<file path="src/sv/sfp_pkg.sv">
`timescale 1ns / 1ps
// ----------------------------------------------------------------------------
// Serial frame parser package
// Shared sizes, byte codes, transaction structs and the payload buffer
// address mapping used by the front parser, the queue and the drain engine.
// ----------------------------------------------------------------------------
package sfp_pkg;

  // Number of receive ports and payload bytes buffered per port.
  localparam int Ports       = 2;
  localparam int BufferDepth = 64;

  // Width of length and count fields (holds 0..BufferDepth).
  localparam int LenW = 7;

  // Payload buffer geometry: one region of BufferDepth bytes per port.
  localparam int MemDepth = Ports * BufferDepth;
  localparam int MemAW    = (MemDepth > 1) ? $clog2(MemDepth) : 1;

  // Frame descriptor queue between the front and back parts.
  localparam int DescDepth = 2;
  localparam int QAW       = (DescDepth > 1) ? $clog2(DescDepth) : 1;

  // Command byte codes.
  localparam logic [7:0] CmdF1 = 8'hF1;
  localparam logic [7:0] CmdF2 = 8'hF2;

  // Configuration register indexes and reset values.
  localparam logic RegHead = 1'b0;
  localparam logic RegEnd  = 1'b1;
  localparam logic [7:0] HeadReset = 8'hAA;
  localparam logic [7:0] EndReset  = 8'h55;

  // A frame that passed its checksum, ready to be drained.
  typedef struct packed {
    logic            port;
    logic            cmd;
    logic [LenW-1:0] len;
  } sfp_desc_t;

  // One payload buffer write.
  typedef struct packed {
    logic             en;
    logic [MemAW-1:0] addr;
    logic [7:0]       data;
  } sfp_wr_t;

  // End of delivery for one port.
  typedef struct packed {
    logic valid;
    logic port;
  } sfp_done_t;

  // Buffer address of byte idx in the region of a port.
  function automatic logic [MemAW-1:0] sfp_addr(logic port, logic [LenW-1:0] idx);
    logic [MemAW-1:0] base;
    base = MemAW'(port) * MemAW'(BufferDepth);
    return base + MemAW'(idx);
  endfunction

endpackage

</file>
<file path="src/sv/sfp_payload_buf.sv">
`timescale 1ns / 1ps
// ----------------------------------------------------------------------------
// Payload buffer
// Holds the payload bytes of every port; one write port for the parser and
// one registered read port for the drain engine.
// ----------------------------------------------------------------------------
module sfp_payload_buf (
  input  logic                     clk_i,
  input  sfp_pkg::sfp_wr_t         wr_i,
  input  logic                     rd_en_i,
  input  logic [sfp_pkg::MemAW-1:0] rd_addr_i,
  output logic [7:0]               rd_data_o
);

  logic [7:0] mem_q [sfp_pkg::MemDepth];
  logic [7:0] rd_data_q;

  // Write from the parser, registered read for the drain engine.
  always_ff @(posedge clk_i) begin
    if (wr_i.en) begin
      mem_q[wr_i.addr] <= wr_i.data;
    end
    if (rd_en_i) begin
      rd_data_q <= mem_q[rd_addr_i];
    end
  end

  assign rd_data_o = rd_data_q;

endmodule

</file>
<file path="src/sv/sfp_desc_queue.sv">
`timescale 1ns / 1ps
// ----------------------------------------------------------------------------
// Frame descriptor queue
// Short FIFO of checked frames between the parser and the drain engine.
// ----------------------------------------------------------------------------
module sfp_desc_queue (
  input  logic               clk_i,
  input  logic               rst_ni,
  input  logic               push_i,
  input  sfp_pkg::sfp_desc_t push_data_i,
  output logic               full_o,
  input  logic               pop_i,
  output logic               valid_o,
  output sfp_pkg::sfp_desc_t pop_data_o
);

  sfp_pkg::sfp_desc_t      entry_q [sfp_pkg::DescDepth];
  logic [sfp_pkg::QAW-1:0] wptr_q, wptr_d;
  logic [sfp_pkg::QAW-1:0] rptr_q, rptr_d;
  logic [sfp_pkg::QAW:0]   count_q, count_d;
  logic                    do_push, do_pop;

  assign full_o     = (count_q == (sfp_pkg::QAW+1)'(sfp_pkg::DescDepth));
  assign valid_o    = (count_q != '0);
  assign pop_data_o = entry_q[rptr_q];
  assign do_push    = push_i && !full_o;
  assign do_pop     = pop_i && valid_o;

  // Pointer and fill count update.
  always_comb begin
    wptr_d  = wptr_q;
    rptr_d  = rptr_q;
    count_d = count_q;
    if (do_push) begin
      wptr_d = (wptr_q == sfp_pkg::QAW'(sfp_pkg::DescDepth - 1)) ? '0 : wptr_q + 1'b1;
    end
    if (do_pop) begin
      rptr_d = (rptr_q == sfp_pkg::QAW'(sfp_pkg::DescDepth - 1)) ? '0 : rptr_q + 1'b1;
    end
    if (do_push && !do_pop) begin
      count_d = count_q + 1'b1;
    end else if (do_pop && !do_push) begin
      count_d = count_q - 1'b1;
    end
  end

  always_ff @(posedge clk_i or negedge rst_ni) begin
    if (!rst_ni) begin
      wptr_q  <= '0;
      rptr_q  <= '0;
      count_q <= '0;
    end else begin
      wptr_q  <= wptr_d;
      rptr_q  <= rptr_d;
      count_q <= count_d;
    end
  end

  // Entry storage.
  always_ff @(posedge clk_i) begin
    if (do_push) begin
      entry_q[wptr_q] <= push_data_i;
    end
  end

endmodule

</file>
<file path="src/sv/sfp_front.sv">
`timescale 1ns / 1ps
// ----------------------------------------------------------------------------
// Frame parser front end
// Runs one frame parser per port, writes payload bytes to the buffer and
// queues a descriptor for every frame whose checksum matches.
// ----------------------------------------------------------------------------
module sfp_front (
  input  logic                      clk_i,
  input  logic                      rst_ni,
  input  logic [7:0]                head_byte_i,
  input  logic [7:0]                end_byte_i,
  input  logic                      in_valid_i,
  output logic                      in_ready_o,
  input  logic                      in_port_i,
  input  logic [7:0]                in_byte_i,
  input  logic                      q_full_i,
  output logic                      push_o,
  output sfp_pkg::sfp_desc_t        desc_o,
  output sfp_pkg::sfp_wr_t          wr_o,
  input  sfp_pkg::sfp_done_t        done_i,
  output logic [sfp_pkg::Ports-1:0] busy_o
);

  localparam logic [2:0] StHead  = 3'd0;
  localparam logic [2:0] StCmd   = 3'd1;
  localparam logic [2:0] StLen   = 3'd2;
  localparam logic [2:0] StData  = 3'd3;
  localparam logic [2:0] StCheck = 3'd4;
  localparam logic [2:0] StEnd   = 3'd5;

  localparam int LenW = sfp_pkg::LenW;

  logic [2:0]      step_q   [sfp_pkg::Ports];
  logic [2:0]      step_d   [sfp_pkg::Ports];
  logic [LenW-1:0] count_q  [sfp_pkg::Ports];
  logic [LenW-1:0] count_d  [sfp_pkg::Ports];
  logic [LenW-1:0] flen_q   [sfp_pkg::Ports];
  logic [LenW-1:0] flen_d   [sfp_pkg::Ports];
  logic [7:0]      xsum_q   [sfp_pkg::Ports];
  logic [7:0]      xsum_d   [sfp_pkg::Ports];
  logic [7:0]      rcheck_q [sfp_pkg::Ports];
  logic [7:0]      rcheck_d [sfp_pkg::Ports];
  logic            cmd_q    [sfp_pkg::Ports];
  logic            cmd_d    [sfp_pkg::Ports];
  logic [sfp_pkg::Ports-1:0] busy_q, busy_d;

  logic            port_ok;
  logic            accept;
  logic            p;
  logic [LenW-1:0] cnt_next;

  assign p       = in_port_i;
  assign port_ok = (sfp_pkg::Ports > 1) || !in_port_i;

  // A port with a frame still in delivery takes no new bytes.
  assign in_ready_o = !q_full_i && !(port_ok && busy_q[p]);
  assign accept     = in_valid_i && in_ready_o;
  assign busy_o     = busy_q;
  assign cnt_next   = count_q[p] + 1'b1;

  // Parser step for the port of the accepted transaction.
  always_comb begin
    step_d   = step_q;
    count_d  = count_q;
    flen_d   = flen_q;
    xsum_d   = xsum_q;
    rcheck_d = rcheck_q;
    cmd_d    = cmd_q;
    push_o   = 1'b0;
    desc_o   = '{port: p, cmd: cmd_q[p], len: flen_q[p]};
    wr_o     = '{en: 1'b0, addr: sfp_pkg::sfp_addr(p, count_q[p]), data: in_byte_i};

    if (accept && port_ok) begin
      unique case (step_q[p])
        StHead: begin
          if (in_byte_i == head_byte_i) begin
            count_d[p]  = '0;
            flen_d[p]   = '0;
            xsum_d[p]   = '0;
            rcheck_d[p] = '0;
            cmd_d[p]    = 1'b0;
            step_d[p]   = StCmd;
          end
        end
        StCmd: begin
          priority if (in_byte_i == sfp_pkg::CmdF1 || in_byte_i == sfp_pkg::CmdF2) begin
            cmd_d[p]  = (in_byte_i == sfp_pkg::CmdF2);
            step_d[p] = StLen;
          end else if (in_byte_i == head_byte_i) begin
            step_d[p] = StCmd;
          end else begin
            step_d[p] = StHead;
          end
        end
        StLen: begin
          if (in_byte_i > 8'(sfp_pkg::BufferDepth)) begin
            step_d[p] = StHead;
          end else begin
            flen_d[p] = in_byte_i[LenW-1:0];
            step_d[p] = (in_byte_i == 8'h00) ? StEnd : StData;
          end
        end
        StData: begin
          if (count_q[p] < LenW'(sfp_pkg::BufferDepth)) begin
            wr_o.en    = 1'b1;
            xsum_d[p]  = xsum_q[p] ^ in_byte_i;
            count_d[p] = cnt_next;
            if (cnt_next >= flen_q[p]) begin
              step_d[p] = StCheck;
            end
          end else if (count_q[p] >= flen_q[p]) begin
            step_d[p] = StCheck;
          end
        end
        StCheck: begin
          rcheck_d[p] = in_byte_i;
          step_d[p]   = StEnd;
        end
        StEnd: begin
          if (in_byte_i == head_byte_i) begin
            count_d[p]  = '0;
            flen_d[p]   = '0;
            xsum_d[p]   = '0;
            rcheck_d[p] = '0;
            cmd_d[p]    = 1'b0;
            step_d[p]   = StCmd;
          end else begin
            push_o    = (in_byte_i == end_byte_i) && (xsum_q[p] == rcheck_q[p]);
            step_d[p] = StHead;
          end
        end
        default: begin
          step_d[p] = StHead;
        end
      endcase
    end
  end

  // Busy marks a port whose frame waits in the queue or is being drained.
  always_comb begin
    busy_d = busy_q;
    if (done_i.valid) begin
      busy_d[done_i.port] = 1'b0;
    end
    if (push_o) begin
      busy_d[p] = 1'b1;
    end
  end

  always_ff @(posedge clk_i or negedge rst_ni) begin
    if (!rst_ni) begin
      for (int i = 0; i < sfp_pkg::Ports; i++) begin
        step_q[i]   <= StHead;
        count_q[i]  <= '0;
        flen_q[i]   <= '0;
        xsum_q[i]   <= '0;
        rcheck_q[i] <= '0;
        cmd_q[i]    <= 1'b0;
      end
      busy_q <= '0;
    end else begin
      step_q   <= step_d;
      count_q  <= count_d;
      flen_q   <= flen_d;
      xsum_q   <= xsum_d;
      rcheck_q <= rcheck_d;
      cmd_q    <= cmd_d;
      busy_q   <= busy_d;
    end
  end

endmodule

</file>
<file path="src/sv/sfp_back.sv">
`timescale 1ns / 1ps
// ----------------------------------------------------------------------------
// Frame drain engine
// Takes checked frames from the queue and sends their payload out one byte
// per transaction through an output register.
// ----------------------------------------------------------------------------
module sfp_back (
  input  logic                      clk_i,
  input  logic                      rst_ni,
  input  logic                      q_valid_i,
  input  sfp_pkg::sfp_desc_t        desc_i,
  output logic                      pop_o,
  output logic                      rd_en_o,
  output logic [sfp_pkg::MemAW-1:0] rd_addr_o,
  input  logic [7:0]                rd_data_i,
  output logic                      out_valid_o,
  input  logic                      out_ready_i,
  output logic                      out_port_o,
  output logic                      out_command_o,
  output logic [sfp_pkg::LenW-1:0]  out_length_o,
  output logic [7:0]                out_byte_o,
  output logic                      out_last_o,
  output logic                      out_empty_o,
  output sfp_pkg::sfp_done_t        done_o
);

  localparam logic [1:0] StIdle = 2'd0;
  localparam logic [1:0] StLoad = 2'd1;
  localparam logic [1:0] StSend = 2'd2;

  logic [1:0]               state_q, state_d;
  sfp_pkg::sfp_desc_t       desc_q, desc_d;
  logic [sfp_pkg::LenW-1:0] idx_q, idx_d;
  logic [7:0]               byte_q, byte_d;
  logic                     last_q, last_d;
  logic                     empty_q, empty_d;
  logic [sfp_pkg::LenW-1:0] idx_next;

  assign idx_next = idx_q + 1'b1;

  // Drain sequencer: fetch a byte, load the output register, wait for the taker.
  always_comb begin
    state_d   = state_q;
    desc_d    = desc_q;
    idx_d     = idx_q;
    byte_d    = byte_q;
    last_d    = last_q;
    empty_d   = empty_q;
    pop_o     = 1'b0;
    rd_en_o   = 1'b0;
    rd_addr_o = sfp_pkg::sfp_addr(desc_q.port, idx_next);
    done_o    = '{valid: 1'b0, port: desc_q.port};

    unique case (state_q)
      StIdle: begin
        rd_addr_o = sfp_pkg::sfp_addr(desc_i.port, '0);
        if (q_valid_i) begin
          pop_o  = 1'b1;
          desc_d = desc_i;
          idx_d  = '0;
          if (desc_i.len == '0) begin
            byte_d  = 8'h00;
            last_d  = 1'b1;
            empty_d = 1'b1;
            state_d = StSend;
          end else begin
            rd_en_o = 1'b1;
            state_d = StLoad;
          end
        end
      end
      StLoad: begin
        byte_d  = rd_data_i;
        last_d  = (idx_next == desc_q.len);
        empty_d = 1'b0;
        state_d = StSend;
      end
      StSend: begin
        if (out_ready_i) begin
          if (last_q) begin
            done_o.valid = 1'b1;
            state_d      = StIdle;
          end else begin
            idx_d   = idx_next;
            rd_en_o = 1'b1;
            state_d = StLoad;
          end
        end
      end
      default: begin
        state_d = StIdle;
      end
    endcase
  end

  always_ff @(posedge clk_i or negedge rst_ni) begin
    if (!rst_ni) begin
      state_q <= StIdle;
    end else begin
      state_q <= state_d;
    end
  end

  // Payload registers carry no reset.
  always_ff @(posedge clk_i) begin
    desc_q  <= desc_d;
    idx_q   <= idx_d;
    byte_q  <= byte_d;
    last_q  <= last_d;
    empty_q <= empty_d;
  end

  assign out_valid_o   = (state_q == StSend);
  assign out_port_o    = desc_q.port;
  assign out_command_o = desc_q.cmd;
  assign out_length_o  = desc_q.len;
  assign out_byte_o    = byte_q;
  assign out_last_o    = last_q;
  assign out_empty_o   = empty_q;

endmodule

</file>
<file path="src/sv/serial_frame_parser_xor_check.sv">
`timescale 1ns / 1ps
// The first result of a frame follows its accepted end byte through the queue,
// a buffer read and the output register (no read for an empty frame). Each
// further byte takes a buffer read, then an output register load. Input bytes
// are taken one per cycle while the queue has room; a port stalls while its
// own frame is queued or in delivery. Reset puts every parser back to hunting.
// ----------------------------------------------------------------------------
// Serial frame parser with XOR check
// Per-port frame parsing of received bytes and delivery of the payload of
// every frame whose XOR checksum matches, with an APB register port.
// ----------------------------------------------------------------------------
module serial_frame_parser_xor_check (
  input  logic        clk_i,
  input  logic        rst_ni,
  // APB configuration port
  input  logic        psel,
  input  logic        penable,
  input  logic        pwrite,
  input  logic [2:0]  paddr,
  input  logic [31:0] pwdata,
  output logic [31:0] prdata,
  output logic        pready,
  // Received bytes
  input  logic        in_valid_i,
  output logic        in_ready_o,
  input  logic        in_port_i,
  input  logic [7:0]  in_byte_i,
  // Delivered payload
  output logic        out_valid_o,
  input  logic        out_ready_i,
  output logic        out_port_o,
  output logic        out_command_o,
  output logic [6:0]  out_length_o,
  output logic [7:0]  out_byte_o,
  output logic        out_last_o,
  output logic        out_empty_o
);

  logic [7:0]                head_q, head_d;
  logic [7:0]                end_q, end_d;
  logic                      cfg_wr;
  logic                      q_full, q_valid, q_push, q_pop;
  sfp_pkg::sfp_desc_t        push_desc, pop_desc;
  sfp_pkg::sfp_wr_t          buf_wr;
  sfp_pkg::sfp_done_t        done;
  logic                      rd_en;
  logic [sfp_pkg::MemAW-1:0] rd_addr;
  logic [7:0]                rd_data;
  logic [sfp_pkg::Ports-1:0] busy;

  // Configuration registers.
  assign pready = 1'b1;
  assign cfg_wr = psel && penable && pwrite;

  always_comb begin
    head_d = head_q;
    end_d  = end_q;
    if (cfg_wr) begin
      unique case (paddr[2])
        sfp_pkg::RegHead: head_d = pwdata[7:0];
        sfp_pkg::RegEnd:  end_d  = pwdata[7:0];
        default:          head_d = head_q;
      endcase
    end
  end

  always_ff @(posedge clk_i or negedge rst_ni) begin
    if (!rst_ni) begin
      head_q <= sfp_pkg::HeadReset;
      end_q  <= sfp_pkg::EndReset;
    end else begin
      head_q <= head_d;
      end_q  <= end_d;
    end
  end

  assign prdata = {24'h000000, (paddr[2] == sfp_pkg::RegEnd) ? end_q : head_q};

  // Front parser.
  sfp_front u_front (
    .clk_i       (clk_i),
    .rst_ni      (rst_ni),
    .head_byte_i (head_q),
    .end_byte_i  (end_q),
    .in_valid_i  (in_valid_i),
    .in_ready_o  (in_ready_o),
    .in_port_i   (in_port_i),
    .in_byte_i   (in_byte_i),
    .q_full_i    (q_full),
    .push_o      (q_push),
    .desc_o      (push_desc),
    .wr_o        (buf_wr),
    .done_i      (done),
    .busy_o      (busy)
  );

  // Payload buffer shared by all ports.
  sfp_payload_buf u_buf (
    .clk_i     (clk_i),
    .wr_i      (buf_wr),
    .rd_en_i   (rd_en),
    .rd_addr_i (rd_addr),
    .rd_data_o (rd_data)
  );

  // Queue of checked frames.
  sfp_desc_queue u_queue (
    .clk_i       (clk_i),
    .rst_ni      (rst_ni),
    .push_i      (q_push),
    .push_data_i (push_desc),
    .full_o      (q_full),
    .pop_i       (q_pop),
    .valid_o     (q_valid),
    .pop_data_o  (pop_desc)
  );

  // Drain engine.
  sfp_back u_back (
    .clk_i         (clk_i),
    .rst_ni        (rst_ni),
    .q_valid_i     (q_valid),
    .desc_i        (pop_desc),
    .pop_o         (q_pop),
    .rd_en_o       (rd_en),
    .rd_addr_o     (rd_addr),
    .rd_data_i     (rd_data),
    .out_valid_o   (out_valid_o),
    .out_ready_i   (out_ready_i),
    .out_port_o    (out_port_o),
    .out_command_o (out_command_o),
    .out_length_o  (out_length_o),
    .out_byte_o    (out_byte_o),
    .out_last_o    (out_last_o),
    .out_empty_o   (out_empty_o),
    .done_o        (done)
  );

  // A delivered frame always belongs to a port held busy by the front.
  assert property (@(posedge clk_i) disable iff (!rst_ni)
    out_valid_o |-> busy[out_port_o])
    else $error("output transaction for a port that is not busy");

  // The queue never receives a frame while full.
  assert property (@(posedge clk_i) disable iff (!rst_ni)
    q_push |-> !q_full)
    else $error("frame pushed into a full queue");

  // An empty-frame result is a single, final result of length zero.
  assert property (@(posedge clk_i) disable iff (!rst_ni)
    (out_valid_o && out_empty_o) |-> (out_last_o && (out_length_o == '0)))
    else $error("empty frame result is not final or has a length");

  // A port is released only by the taken last result of its frame.
  assert property (@(posedge clk_i) disable iff (!rst_ni)
    done.valid |-> (out_valid_o && out_ready_i && out_last_o))
    else $error("port released before its last result was taken");

endmodule

</file>
<file path="config.mk">
export PLATFORM = sky130hd
export DESIGN_NAME = serial_frame_parser_xor_check
export DESIGN_NICKNAME = d
export VERILOG_FILES = /design/src/sv/sfp_pkg.sv /design/src/sv/sfp_payload_buf.sv /design/src/sv/sfp_desc_queue.sv /design/src/sv/sfp_front.sv /design/src/sv/sfp_back.sv /design/src/sv/serial_frame_parser_xor_check.sv
export SDC_FILE = /design/constraint.sdc
export NUM_CORES = 1
export LEC_CHECK = 0
export ABC_CLOCK_PERIOD_IN_PS = 3550
export BUFFER_PORTS_ARGS = -buffer_cell sky130_fd_sc_hd__clkbuf_2
export CORE_MARGIN = 2
export CORE_UTILIZATION = 25
export DETAILED_ROUTE_END_ITERATION = 8
export PLACE_DENSITY = 0.5
export SETUP_SLACK_MARGIN = 0.3
export SLEW_MARGIN = 20
export SYNTH_ARGS = -nofsm -noshare
export SYNTH_HDL_FRONTEND = slang
export SYNTH_SLANG_ARGS = --single-unit
</file>
<file path="constraint.sdc">
create_clock -name clk_i -period 3.55 [get_ports clk_i]
set_input_delay 0.8875 -clock clk_i [delete_from_list [all_inputs] [get_ports clk_i]]
set_output_delay 0.8875 -clock clk_i [all_outputs]
set_load 0.01 [all_outputs]
</file>
==> metrics.md <==
| Metric | Value |
|---|---|
| CTS Root Cell | clkbuf_16 |
| ANT nets after route | 0 |
| MaxCap Viol Count | 0 |
| P&R area growth vs syn | 24.9% |
| Top cell type's share of synthesized area | 66.9% |
| Largest net degree at the start of global routing | between 100 and 150 |
| DR WL/cell | approximately 26 um |
| Outcome | finished, final reports clean |
| Clk Latency, worst-skew pair | between 0.7 and 0.8 ns |
| Syn Area/Cell | 14.6 um^2 |
| Area leader, netlist | edfxtp_1 |
| Total wire length | between 150000 and 200000 um |
| Slew headroom | roughly 42% |
| Clock Path Buffers | 3 |
| CP peak stage delay | ~0.48 ns |
| Worst-path clk slew | 0.06 ns |
| RSZ-0062 raised after global routing | true |
| Residual DRC | 0 |
| Worst R2R End | u_buf.rd_data_o[7] |
| VDD IR max | between 500 and 600 uV |
| Worst Setup Path Type | flop to flop |
| Sequential fraction of the synthesis area | a little over 70% |
| Post-Layout Cell Count | between 6000 and 7000 |
| DIE AREA | 197000 um^2 |
| Vias in the first global route | around 31000 |
| Synth top area cells | edfxtp_1 (67%), dfrtp_1 (4.4%), nand2_1 (2.8%), mux2i_1 (2.5%), mux4_2 (2.1%) |
| Gpl congestion | approximately 0.86 |
| Num ports | 105 |
| Total track usage | about 16% |
| Synthesized instance count | around 3300 |
| Final setup fails | 0 |
| Final worst slack | about 0.28 ns |
| Num CTS Buffers | about 130 |
| Number of synthesized flops with an enable pin | roughly 1100 |
| CP max-delay cell | o311ai_4 |
| Synth warnings | 0 |
| # fillers | 19042 |
| Clock skew | roughly 0.043 ns |
| HPWL Detailed | 103000 um |
| Via count | between 30000 and 40000 |
| Top FF cell, synth | edfxtp_1 |
| Core area | slightly below 200000 um^2 |
| Die Height | between 400 and 500 um |
| Slew Viols, Final | 0 |
| Most numerous cell on the critical path | buf_4 |
| CP Capture Type | flop |
| Clock sink count | 1168 |
| I/O Buffers | 53 |
| Netlist cell types | around 90 |
| Hold Path Class | input pin to asynchronous set/reset pin |
| Fin crit period | between 3 and 4 ns |
| Fmax | just over 300 MHz |
| Critical path, cell by cell | buf_4 > and3_2 > mux2_4 > mux4_2 > o311ai_4 > buf_4 > a41oi_1 > a31oi_1 > buf_4 > o211ai_1 > buf_4 |
| Tcrit/Tclk final | between 90 and 100% |
| GR Layer Usage met3 | 2.87% |
| CTS H-tree depth | 4 |
| Initial core utilization | about a quarter |
| Met2 Use GR | 26.4% |
| DR pass1 iterations | 6 |
| Layout cells sized above 1 | roughly a quarter |
| FP Rows | 161 |
| Slew of the pin with the lowest slew margin | roughly 0.87 ns |
| Top Usage Layer GRT | met2 |
| Number of hold buffers added after cts | 0 |
| Die W | around 440 um |
| Vias/cell | ~4.9 |
| Post-Syn Area | just under 50000 um^2 |
| Startpoint Class | flop |
| Inst Count DP | 6150 |
| R2R Path Start | u_back.idx_q[0] |
| Async set-reset flop share out of synthesis | about 7.9% |
| Initial antenna violation count | 8 |
| Leak | 20.7 nW |
| Worst EP required | about 4.1 ns |
| CP max FO | 4 |
| Nets@finish | slightly below 4000 |
| Final Hold Vio Count | 0 |
| Power per Cell Area | just under 900 nW/um^2 |
| CTS tree | built |
| Length in cells of the worst reg-to-reg path | 11 |
| Total gr overflow | 0 |
| First-pass GRT wire length | 232000 um |
| Met1 usage | between 20% and 30% |
| Setup TNS | 0 ns |
| Yosys reg bits | ~1200 |
| Pre-CTS WS | -0.277 ns |
| Reg2reg setup slack | around 0.28 ns |
| CP arrival | roughly 3.8 ns |
| Initial drt markers | between 3000 and 4000 |
==> worst max path at each step <==
stage	from	to	slack, ns	cells past startpoint
CTS	u_back.idx_q[0]	u_buf.rd_data_o[6]	0.28	13
global route	u_back.idx_q[1]	u_buf.rd_data_o[6]	0.24	13
global placement	u_back.state_q[0]	u_buf.rd_data_o[7]	-0.50	11
detailed placement	u_back.idx_q[0]	u_buf.rd_data_o[7]	-0.28	14
finish	u_back.idx_q[0]	u_buf.rd_data_o[7]	0.28	11
floorplan	in_port_i	u_front.step_q[1]	0.08	15
==> cell usage after synthesis (all sizes together) (4+ instances only) <==
library cell and number:
o21a 4, nor2 249, dfstp 8, xnor2 25, a2bb2oi 17, mux2i 120
and3 19, ha 17, o21ai 115, a21o 4, a31oi 74, a21boi 5
nor3 47, xor2 33, o311ai 5, a311oi 15, a2111oi 8, nand4 13
and2 20, nand2 364, o221ai 48, a32oi 17, o2111ai 9, inv 32
clkbuf 79, nand3 97, edfxtp 1076, o31ai 4, o211ai 40, nor4 22
nor2b 18, a22o 32, a222oi 7, mux2 76, a21oi 108, a211oi 38
o22ai 44, a211o 4, mux4 45, or3 21, buf 157, a221oi 34
dfrtp 84, nand2b 11
==> per-layer routing <==
layer | vias up | part of all wire (%)
met2 | 1272 | 47
met5 | - | 0.021
met4 | 6 | 4.3
li1 | 13739 | -
met3 | 289 | 7.2
met1 | 16194 | 41
==> sequential cells by signal, indices dropped and copies added (netlist names), 2 cells and up <==
name,cells
u_front.step_q,6
u_buf.rd_data_o,8
u_front.cmd_q,2
u_back.idx_q,7
end_q,8
u_front.xsum_q,16
u_front.busy_o,2
u_buf.mem_q,1024
u_back.out_byte_o,8
u_back.out_length_o,7
u_queue.count_q,2
u_front.flen_q,14
u_back.state_q,2
head_q,8
u_front.rcheck_q,16
u_queue.entry_q,18
u_front.count_q,14
==> power breakdown <==
part / switching, mW / internal [mW]
Combinational: 15.4 / 9.03
Sequential: 0.249 / 15.4
Clock: 5.73 / 7.79
Total: 21.3 / 32.3
==> layout make-up <==
class	instances	area (um^2)	share of cell area (%)
Multi-Input combinational cell	1891	13000	21.5
Clock buffer	166	3490	5.79
Tap cell	2526	3160	5.24
Clock inverter	78	793	1.31
Timing Repair Buffer	555	5140	8.52
Inverter	32	125	0.207
Sequential cell	1168	34600	57.4
Antenna cell	2	5.00	0.00829
==> logic make-up after synthesis <==
family	Yosys count	share of synthesized area, %
flip-flops	1168	71.7
AND/OR/NAND/NOR	886	8.08
AO/OA/AOI/OAI	661	9.51
buffers and inverters	268	2.70
multiplexers	241	6.37
XOR/XNOR	59	1.19
adder cells (fa/ha/maj)	18	0.461
other	2	0.0155
==> critical path, delay by kind of cell (launching register included) <==
| kind | cells | cell delay, ns |
|---|---|---|
| AO/OA/AOI/OAI | 4 | 0.90 |
| buffers and inverters | 4 | 0.72 |
| flip-flops | 1 | 0.43 |
| multiplexers | 2 | 0.72 |
| AND/OR/NAND/NOR | 1 | 0.25 |
==> cells in the final DEF (no fill, tap or decap), drive strengths merged, types with 22 or more instances in the layout <==
master / count
o221ai: 48
o22ai: 44
mux2i: 120
inv: 39
a31oi: 74
dfrtp: 84
buf: 503
a22o: 32
nand3: 97
nor2: 249
mux2: 76
xnor2: 25
xor2: 33
a21oi: 108
a221oi: 34
clkinv: 53
conb: 25
nand2: 365
a211oi: 38
clkbuf: 214
o211ai: 40
o21ai: 115
nor4: 22
edfxtp: 1076
mux4: 45
nor3: 47
==> metrics by stage <==
step / utilization (%) / hold WS [ns] / area, um^2 / total power, mW
2_1_floorplan: - / 0.461 / 48600 / 26.5
3_3_place_gp: 28.7 / 0.484 / 55200 / 38.2
3_5_place_dp: 28.7 / 0.491 / 55200 / 38.2
4_1_cts: 31.2 / 0.108 / 59900 / 52.8
5_1_grt: 31.4 / 0.153 / 60300 / 55.2
6_report: 31.4 / 0.123 / 60300 / 53.6
==> timing repair <==
action                                  in CTS  in global routing
pin swaps                                   11                 13
endpoints found under the setup margin       8                  8
gates resized for setup                     43                 48
setup buffers                                9                  4
cloned                                       4                  5
Note: power is estimated with default switching activity, not from simulation.
